### config.mk
export PLATFORM = sky130hd
export DESIGN_NAME = pwlrt_arith
export DESIGN_NICKNAME = d
export VERILOG_FILES = /design/src/hdl/pwlrt_pkg.sv /design/src/hdl/pwlrt_arith.sv
export SDC_FILE = /design/constraint.sdc
export NUM_CORES = 2
export LEC_CHECK = 0
export BUFFER_PORTS_ARGS = -buffer_cell sky130_fd_sc_hd__buf_2
export CAP_MARGIN = 40
export CORE_UTILIZATION = 55
export DETAILED_ROUTE_END_ITERATION = 12
export HOLD_SLACK_MARGIN = 0.15
export PLACE_DENSITY = 0.73
export SYNTH_ARGS = -nofsm -noshare
export SYNTH_HDL_FRONTEND = slang
export SYNTH_SLANG_ARGS = --single-unit
### constraint.sdc
create_clock -name clk -period 14 [get_ports clk]
set_clock_uncertainty 0.15 [all_clocks]
set_input_delay 1.4 -clock clk [delete_from_list [all_inputs] [get_ports clk]]
set_output_delay 1.4 -clock clk [all_outputs]
set_load 0.05 [all_outputs]
### src/hdl/pwlrt_pkg.sv
// ----------------------------------------------------------------------------
// pwlrt_pkg
// Types and fixed constants for the piecewise-linear runtime table unit.
// ----------------------------------------------------------------------------
`default_nettype none

package pwlrt_pkg;

    localparam int MACHINE_W = 3;
    localparam int KEY_W     = 32;
    localparam int RT_W      = 32;
    localparam int FRAC_W    = 17;
    localparam int STATUS_W  = 2;

    // Completed fraction of one, Q1.16.
    localparam logic [FRAC_W-1:0] ONE_Q16 = FRAC_W'(65536);

    localparam logic CMD_LOAD  = 1'b0;
    localparam logic CMD_QUERY = 1'b1;

    localparam logic [STATUS_W-1:0] ST_OK       = 2'd0;
    localparam logic [STATUS_W-1:0] ST_NO_TABLE = 2'd1;
    localparam logic [STATUS_W-1:0] ST_RANGE    = 2'd2;
    localparam logic [STATUS_W-1:0] ST_FULL     = 2'd3;

    typedef struct packed {
        logic                 cmd;
        logic [MACHINE_W-1:0] machine;
        logic [KEY_W-1:0]     units;
        logic [RT_W-1:0]      new_runtime;
        logic [FRAC_W-1:0]    completed;
    } req_t;

    typedef struct packed {
        logic [RT_W-1:0]     runtime_left;
        logic                exact_hit;
        logic [STATUS_W-1:0] status;
    } rsp_t;

    // One stored breakpoint.
    typedef struct packed {
        logic [KEY_W-1:0] key;
        logic [RT_W-1:0]  runtime;
    } point_t;

    // Operands handed to the arithmetic unit for one query.
    typedef struct packed {
        logic              exact;
        logic [KEY_W-1:0]  key;
        logic [KEY_W-1:0]  k0;
        logic [KEY_W-1:0]  k1;
        logic [RT_W-1:0]   r0;
        logic [RT_W-1:0]   r1;
        logic [FRAC_W-1:0] completed;
    } arith_req_t;

endpackage

`default_nettype wire

### src/hdl/pwlrt_arith.sv
// ----------------------------------------------------------------------------
// pwlrt_arith
// Shared multiplier and restoring divider that interpolate and scale a runtime.
// ----------------------------------------------------------------------------
`default_nettype none

module pwlrt_arith
    import pwlrt_pkg::*;
(
    input  wire logic            clk,
    input  wire logic            rst_n,
    input  wire logic            start,
    input  wire arith_req_t      req,
    output logic                 done,
    output logic [RT_W-1:0]      result
);

    localparam int STEP_W = $clog2(RT_W);

    localparam logic [2:0] A_IDLE = 3'd0;
    localparam logic [2:0] A_MUL0 = 3'd1;
    localparam logic [2:0] A_MUL1 = 3'd2;
    localparam logic [2:0] A_SUM  = 3'd3;
    localparam logic [2:0] A_DIV  = 3'd4;
    localparam logic [2:0] A_RND  = 3'd5;
    localparam logic [2:0] A_SC0  = 3'd6;
    localparam logic [2:0] A_SC1  = 3'd7;

    logic [2:0]            state_reg, state_next;
    arith_req_t            req_reg;
    logic [2*RT_W-1:0]     mul_reg;
    logic [2*RT_W-1:0]     acc_reg;
    logic [RT_W-1:0]       rem_reg, quo_reg, rt_reg, result_reg;
    logic [STEP_W-1:0]     step_reg;
    logic                  done_reg;

    logic [RT_W-1:0]       mul_a, mul_b;
    logic [KEY_W-1:0]      span;
    logic [RT_W:0]         trial;
    logic                  fits;
    logic                  round_up;
    logic [FRAC_W-1:0]     factor;
    logic [2*RT_W-1:0]     num;
    logic [47:0]           scaled;

    // Breakpoint spacing is the divisor; it is never zero for distinct keys.
    assign span     = req_reg.k1 - req_reg.k0;
    assign trial    = {rem_reg, quo_reg[RT_W-1]};
    assign fits     = trial >= {1'b0, span};
    assign round_up = {rem_reg, 1'b0} >= {1'b0, span};
    assign factor   = (req_reg.completed > ONE_Q16) ? '0 : ONE_Q16 - req_reg.completed;
    assign num      = acc_reg + mul_reg;
    assign scaled   = mul_reg[47:0] + 48'd32768;

    always_comb
    begin
        mul_a = req_reg.r0;
        mul_b = req_reg.k1 - req_reg.key;
        case (state_reg)
            A_MUL1:
            begin
                mul_a = req_reg.r1;
                mul_b = req_reg.key - req_reg.k0;
            end
            A_SC0:
            begin
                mul_a = rt_reg;
                mul_b = RT_W'(factor);
            end
            default:
            begin
                mul_a = req_reg.r0;
                mul_b = req_reg.k1 - req_reg.key;
            end
        endcase
    end

    always_comb
    begin
        state_next = state_reg;
        unique case (state_reg)
            A_IDLE: if (start) state_next = req.exact ? A_SC0 : A_MUL0;
            A_MUL0: state_next = A_MUL1;
            A_MUL1: state_next = A_SUM;
            A_SUM:  state_next = A_DIV;
            A_DIV:  if (step_reg == STEP_W'(RT_W - 1)) state_next = A_RND;
            A_RND:  state_next = A_SC0;
            A_SC0:  state_next = A_SC1;
            A_SC1:  state_next = A_IDLE;
            default: state_next = A_IDLE;
        endcase
    end

    always_ff @(posedge clk or negedge rst_n)
    begin
        if (!rst_n)
        begin
            state_reg <= A_IDLE;
            done_reg  <= 1'b0;
        end
        else
        begin
            state_reg <= state_next;
            done_reg  <= (state_reg == A_SC1);
        end
    end

    always_ff @(posedge clk)
    begin
        mul_reg <= (2*RT_W)'(mul_a) * (2*RT_W)'(mul_b);
        if (state_reg == A_IDLE && start)
        begin
            req_reg <= req;
            rt_reg  <= req.r1;
        end
        if (state_reg == A_MUL1)
        begin
            acc_reg <= mul_reg;
        end
        if (state_reg == A_SUM)
        begin
            // The weighted sum is below span * 2^32, so the high half starts
            // as a valid partial remainder.
            rem_reg  <= num[2*RT_W-1:RT_W];
            quo_reg  <= num[RT_W-1:0];
            step_reg <= '0;
        end
        if (state_reg == A_DIV)
        begin
            rem_reg  <= fits ? RT_W'(trial - {1'b0, span}) : trial[RT_W-1:0];
            quo_reg  <= {quo_reg[RT_W-2:0], fits};
            step_reg <= step_reg + STEP_W'(1);
        end
        if (state_reg == A_RND)
        begin
            rt_reg <= quo_reg + RT_W'(round_up);
        end
        if (state_reg == A_SC1)
        begin
            result_reg <= scaled[47:16];
        end
    end

    assign done   = done_reg;
    assign result = result_reg;

endmodule

`default_nettype wire

=== Word level (Yosys, flattened, before mapping) ===
Index checks and enable logic that the tools add are counted.

* Flip-flop bits (word level): 442
* Latch bits: 0
* Memory bits (writable): 0
* Bits in read-only memories: 0
* Output and inout port bits: 33
* Memories kept: 0

* $add $sub $neg: 9
* Multipliers: 1
* Divide/modulo/power cells: 0
* Order comparisons: 3
* Equality and inequality tests: 10
* Shift-type cells: 0
* Mux-type cells: 16
* Bitwise logic cells: 0
* Reductions and logical operators: 5

{| class="wikitable"
|+ Operators by type and width
! operator !! count
|-
| $mux 32 || 7
|-
| $pmux 32 s2 || 2
|-
| $sub 32x32->32 || 4
|-
| $ge 33x32->1 || 2
|-
| $add 64x64->64 || 1
|-
| $mul 32x32->64 || 1
|-
| $add 48x16->48 const B || 1
|-
| $add 32x1->32 || 1
|-
| $pmux 3 s8 || 1
|-
| $gt 17x17->1 const B || 1
|-
| $mux 17 || 1
|-
| $sub 17x17->17 const A || 1
|-
| $eq 3x3->1 const B || 4
|-
| $mux 5 || 2
|-
| $mux 3 || 3
|-
| $eq 3x2->1 const B || 2
|-
| $add 5x1->5 const B || 1
|-
| $eq 5x5->1 const B || 1
|-
| $ne 2x2->1 const B || 2
|-
| $reduce_bool 2->1 || 2
|-
| $eq 3x1->1 const B || 1
|-
| $logic_not 3->1 || 1
|-
| $reduce_and 2->1 || 1
|-
| $logic_and 1x1->1 || 1
|}

=== Logic depth before layout (Yosys ltp) ===
* Word-level depth: 4
* Mapped depth: 42
* Depth with buffers taken out: 40

=== Least setup slack after synthesis ===
OpenSTA, ideal clock, no wires.

* Kind: register to register
* From: reg state_reg[2]
* To: reg mul_reg[62]
* Library setup time: 72 ps
* Data arrival time: 10,415 ps
* Required time: 13,778 ps
* Slack: 3,363 ps
* Stages on the path, launching flop included: 33
* Path buffers: 4
* Cells stage by stage: dfrtp_1 -> buf_1 -> inv_1 -> nand2_1 -> inv_2 -> clkbuf_1 -> a22o_1 -> clkbuf_1 -> nand2_1 -> fa_1 -> fa_1 -> inv_1 -> fa_1 -> inv_1 -> fa_1 -> inv_1 -> fa_1 -> fa_1 -> fa_1 -> fa_1 -> ha_1 -> buf_6 -> a21o_1 -> a211o_1 -> a211oi_2 -> o21a_1 -> a21oi_2 -> a221oi_4 -> nor4_1 -> o221a_1 -> a22o_1 -> a221oi_2 -> xnor2_1

* Cells in the longest elaborated chain, start to end: 3
* Elaborated cells on any way between the ends: 5
* Classes of those cells: mul: 1; eq/ne: 2; mux: 2

{| class="wikitable"
|+ RTL lines
! item !! line !! RTL
|-
| start, declared || pwlrt_arith.sv:29 || <nowiki>logic [2:0] state_reg, state_next;</nowiki>
|-
| start signal, assigned || pwlrt_arith.sv:103 || <nowiki>state_reg <= state_next;</nowiki>
|-
| $eq 3x3->1 / $eq 3x2->1 (equally long branches) || pwlrt_arith.sv:59 || <nowiki>case (state_reg)</nowiki>
|-
| $pmux 32 s2 || pwlrt_arith.sv:59 ||
|-
| $mul 32x32->64 (*) || pwlrt_arith.sv:110 || <nowiki>mul_reg <= (2*RT_W)'(mul_a) * (2*RT_W)'(mul_b);</nowiki>
|-
| end signal, assigned || pwlrt_arith.sv:110 ||
|-
| end, declared || pwlrt_arith.sv:31 || <nowiki>logic [2*RT_W-1:0] mul_reg;</nowiki>
|}

Every way passes the cells marked *; elsewhere a longest branch is shown, timed or not.
A chain may end at the register's enable or synchronous reset.

=== Worst setup path after layout ===
* From: reg req_reg[113] (netlist name)
* To: reg mul_reg[57]

* Cells in the longest elaborated chain, start to end: 3

{| class="wikitable"
|+ RTL lines
! item !! line !! RTL
|-
| start, declared || pwlrt_arith.sv:30 || <nowiki>arith_req_t req_reg;</nowiki>
|-
| start signal, assigned || pwlrt_arith.sv:113 || <nowiki>req_reg <= req;</nowiki>
|-
| $sub 32x32->32 || pwlrt_arith.sv:63 || <nowiki>mul_b = req_reg.key - req_reg.k0;</nowiki>
|-
| $pmux 32 s2 || pwlrt_arith.sv:59 ||
|-
| $mul 32x32->64 || pwlrt_arith.sv:110 ||
|}

Every way passes these cells.

==> results.md <==
- CTS tree: built
- Setup-violating endpoint count in the final report: 0
- WL final: 205.5 mm
- Height of the die: 332.3 microns
- Top achievable clock speed: 86.62 MHz
- Normalized max-slew margin: 32.16%
- Period utilisation layout: 82.46%
- Most used cells in the layout excluding fill and tap cells: sky130_fd_sc_hd__inv_1 (1123), sky130_fd_sc_hd__fa_1 (901), sky130_fd_sc_hd__nand2_1 (791), sky130_fd_sc_hd__nor2_1 (614), sky130_fd_sc_hd__ha_1 (458)
- All-layer global routing usage: 37.73%
- DIE WIDTH: 332.3 microns
- Avg Cell Area, Syn: 9.206 sq um
- Critical path startpoint category: flop
- Detailed-route wire length per cell: 25.44 microns
- Post-CTS Hold Buffers: 0
- Inserted Clock Buffers: 47
- Worst path arrival time: 11.92 ns
- FF-to-FF setup slack: 2.46 ns
- Post-synthesis sequential element count: 442
- Vias in the first global route: 49040
- Drt first pass iters: 6
- Most common cell type on the critical path: sky130_fd_sc_hd__fa_1
- Depth of the most critical reg-to-reg path: 37
- Capturing element type of the critical path: flop
- Warnings, synthesis: 0
- Boundary Pins: 214
- Row Count: 120
- Cell type of the slowest stage on the worst timing path: sky130_fd_sc_hd__fa_1
- RSZ-0062 raised after global routing: false
- R2R Path Start: req_reg[113]$_DFFE_PP_
- Placeable Area: 107700 sq um
- Share of synthesized registers carrying an async set or reset: 0.9050%
- Count of nets left with antenna violations after detail routing: 0
- Seq/Total Area, Yosys: 21.02%
- Area of the mapped netlist: 59990 sq um
- Max-slew violation count: 0
- Worst reg2reg endpoint: mul_reg[57]$_DFF_P_
- H-tree depth reported by CTS: 2
- Nets@finish: 8171
- Wire length of the first global-routing pass: 308.9 mm
- Dpl cells: 7984
- Remaining routing DRC violations: 0
- Leading cell type in the layout, fill and taps excluded: sky130_fd_sc_hd__inv_1
- Status: finished clean
- Final period demand of the worst path: 11.54 ns
- Area Overhead vs Synth: 7.880%
- GRT Residual Overflow: 0
- Reported max-cap violation count: 0
- Most instantiated flip-flop cell in the synthesis netlist: sky130_fd_sc_hd__edfxtp_1
- Maximum number of pins on one net before global-route repair: 95
- Delay contributed by the slowest stage of the critical path: 0.56 ns
- HPWL after detailed placement: 165.7 mm
- Port-buffer cells: 213
- Antenna violations before repair: 9
- Final Hold Viols: 0
- Startpoint of the worst hold path: mul_reg[7]$_DFF_P_
- Fraction of layout instances using a drive strength above 1: 7.873%
- Category of the critical setup timing path: flop to flop
- Crit Path Max Fanout: 30
- Count of clock tree sinks: 442
- Number of enable-type register cells in the synthesized netlist: 374
- Accumulated negative setup slack: 0 ns
- Die ar.: 110400 sq um
- Hold Path Cell Cnt: 0
- Flip-flop count of the largest register, all copies and words added: 177
- Root buffer cell: sky130_fd_sc_hd__clkbuf_16
- Number of setup buffers added after CTS: 0
- Clock Path Buffers: 3
- Final GP Congestion: 1.069
- Clock latency reported for the late side of the worst-skew pair: 0.64 ns
- Pin slew with the least headroom to its limit: 1.014 ns
- Clock-pin slew on the worst setup and hold paths: 0.06 ns
- Initial DRC count: 5416
- Synth Net Count: 8056
- Synth Instances: 6516
- Required arrival time at the worst endpoint: 14.37 ns
- Initial core utilization: 55.72%
- Sink of the worst hold path: acc_reg[7]$_DFFE_PP_
- Hold Crit Class: flop to flop
- # resized after CTS: 0
- Vias per cell: 6.018
- Start point of the critical path: req_reg[113]$_DFFE_PP_
- Vias post-DR: 48620
- Number of unique standard cell types used by synthesis: 101
- Post-route insts no fill: 8078
synth_stat cells (26+ instances only):
library cell               number  area (sq um)
sky130_fd_sc_hd__a211oi_1      30         225.2
sky130_fd_sc_hd__a21o_1       151          1134
sky130_fd_sc_hd__a21oi_1      330          1652
sky130_fd_sc_hd__a31oi_1       35         219.0
sky130_fd_sc_hd__and2_1        42         262.8
sky130_fd_sc_hd__and3_1        49         306.5
sky130_fd_sc_hd__buf_2         65         325.3
sky130_fd_sc_hd__clkbuf_1     188         705.7
sky130_fd_sc_hd__dfxtp_1       64          1281
sky130_fd_sc_hd__edfxtp_1     374         11230
sky130_fd_sc_hd__fa_1         901         18040
sky130_fd_sc_hd__ha_1         458          5731
sky130_fd_sc_hd__inv_1       1124          4219
sky130_fd_sc_hd__mux2i_1       26         260.3
sky130_fd_sc_hd__nand2_1      793          2977
sky130_fd_sc_hd__nand2b_1      78         488.0
sky130_fd_sc_hd__nand3_1       73         365.4
sky130_fd_sc_hd__nand4_1       53         331.6
sky130_fd_sc_hd__nor2_1       615          2308
sky130_fd_sc_hd__nor2b_1       57         356.6
sky130_fd_sc_hd__nor3_1        44         220.2
sky130_fd_sc_hd__o21a_1        58         435.4
sky130_fd_sc_hd__o21ai_0      191         955.9
sky130_fd_sc_hd__o21ai_1       42         210.2
sky130_fd_sc_hd__o21bai_1      42         315.3
sky130_fd_sc_hd__xnor2_1      170          1489
sky130_fd_sc_hd__xor2_1       128          1121
per-layer routing:
| metal | vias to the layer above | part of all wire (%) | global-route usage [%] | wire length (microns) |
|---|---|---|---|---|
| met2 | 2731 | 43 | 55.48 | 87380 |
| met1 | 24090 | 39 | 50.94 | 80640 |
| met3 | 558 | 13 | 12.32 | 26000 |
| met4 | 6 | 5.5 | 16.48 | 11370 |
| met5 | - | 0.073 | 0 | 150 |
| li1 | 21230 | - | - | - |
worst max-delay path: cells and delay by family, from the launching register on:
family / cells / cell delay (ns)
compound gates: 16 / 3.84
buf+inv: 4 / 0.52
simple gates: 4 / 0.98
mux: 1 / 0.22
xor+xnor: 1 / 0.35
fa+ha+maj: 11 / 4.95
flops: 1 / 0.43
cells by family after synthesis:
| family | after synthesis | synth area share (%) |
|---|---|---|
| XOR/XNOR | 299 | 4.378 |
| adder cells (fa/ha/maj) | 1359 | 39.62 |
| flip-flops | 442 | 21.02 |
| AND/OR/NAND/NOR | 1882 | 13.65 |
| AO/OA/AOI/OAI | 1100 | 11.83 |
| multiplexers | 32 | 0.5465 |
| buffers and inverters | 1402 | 8.952 |
how the worst max path moves through the flow:
| stage | endpoint | slack, ns | depth (start not counted) |
|---|---|---|---|
| after global placement | mul_reg[56]$_DFF_P_ | 2.34 | 37 |
| after floorplan | mul_reg[62]$_DFF_P_ | 3.36 | 32 |
| after detailed placement | mul_reg[57]$_DFF_P_ | 2.53 | 37 |
| after global routing | mul_reg[57]$_DFF_P_ | 1.78 | 38 |
| after CTS | mul_reg[57]$_DFF_P_ | 2.55 | 37 |
| final | mul_reg[57]$_DFF_P_ | 2.46 | 37 |
through the flow:
step           instance area, sq um  util [%]  hold slack (ns)  worst slack [ns]
2_1_floorplan                 59990         -           0.2648             3.363
3_3_place_gp                  62700     58.24           0.2757             2.336
3_5_place_dp                  63070     58.58           0.2777             2.533
4_1_cts                       64690     60.09           0.2955             2.547
5_1_grt                       64700     60.10           0.3050             1.781
6_report                      64720     60.12           0.2950             2.455
cell type report:
| class | count | area (sq um) |
|---|---|---|
| Sequential cell | 442 | 12620 |
| Fill cell | 9246 | 42940 |
| Clock inverter | 25 | 290.3 |
| Clock buffer | 61 | 1333 |
| Antenna cell | 7 | 17.52 |
| Tap cell | 1403 | 1755 |
| Multi-Input combinational cell | 4672 | 42230 |
| Timing Repair Buffer | 343 | 2250 |
| Inverter | 1125 | 4229 |
Power is left out: the tool's default activity adds up to more than one toggle a clock period on the data nets, which glitch-free logic cannot reach.
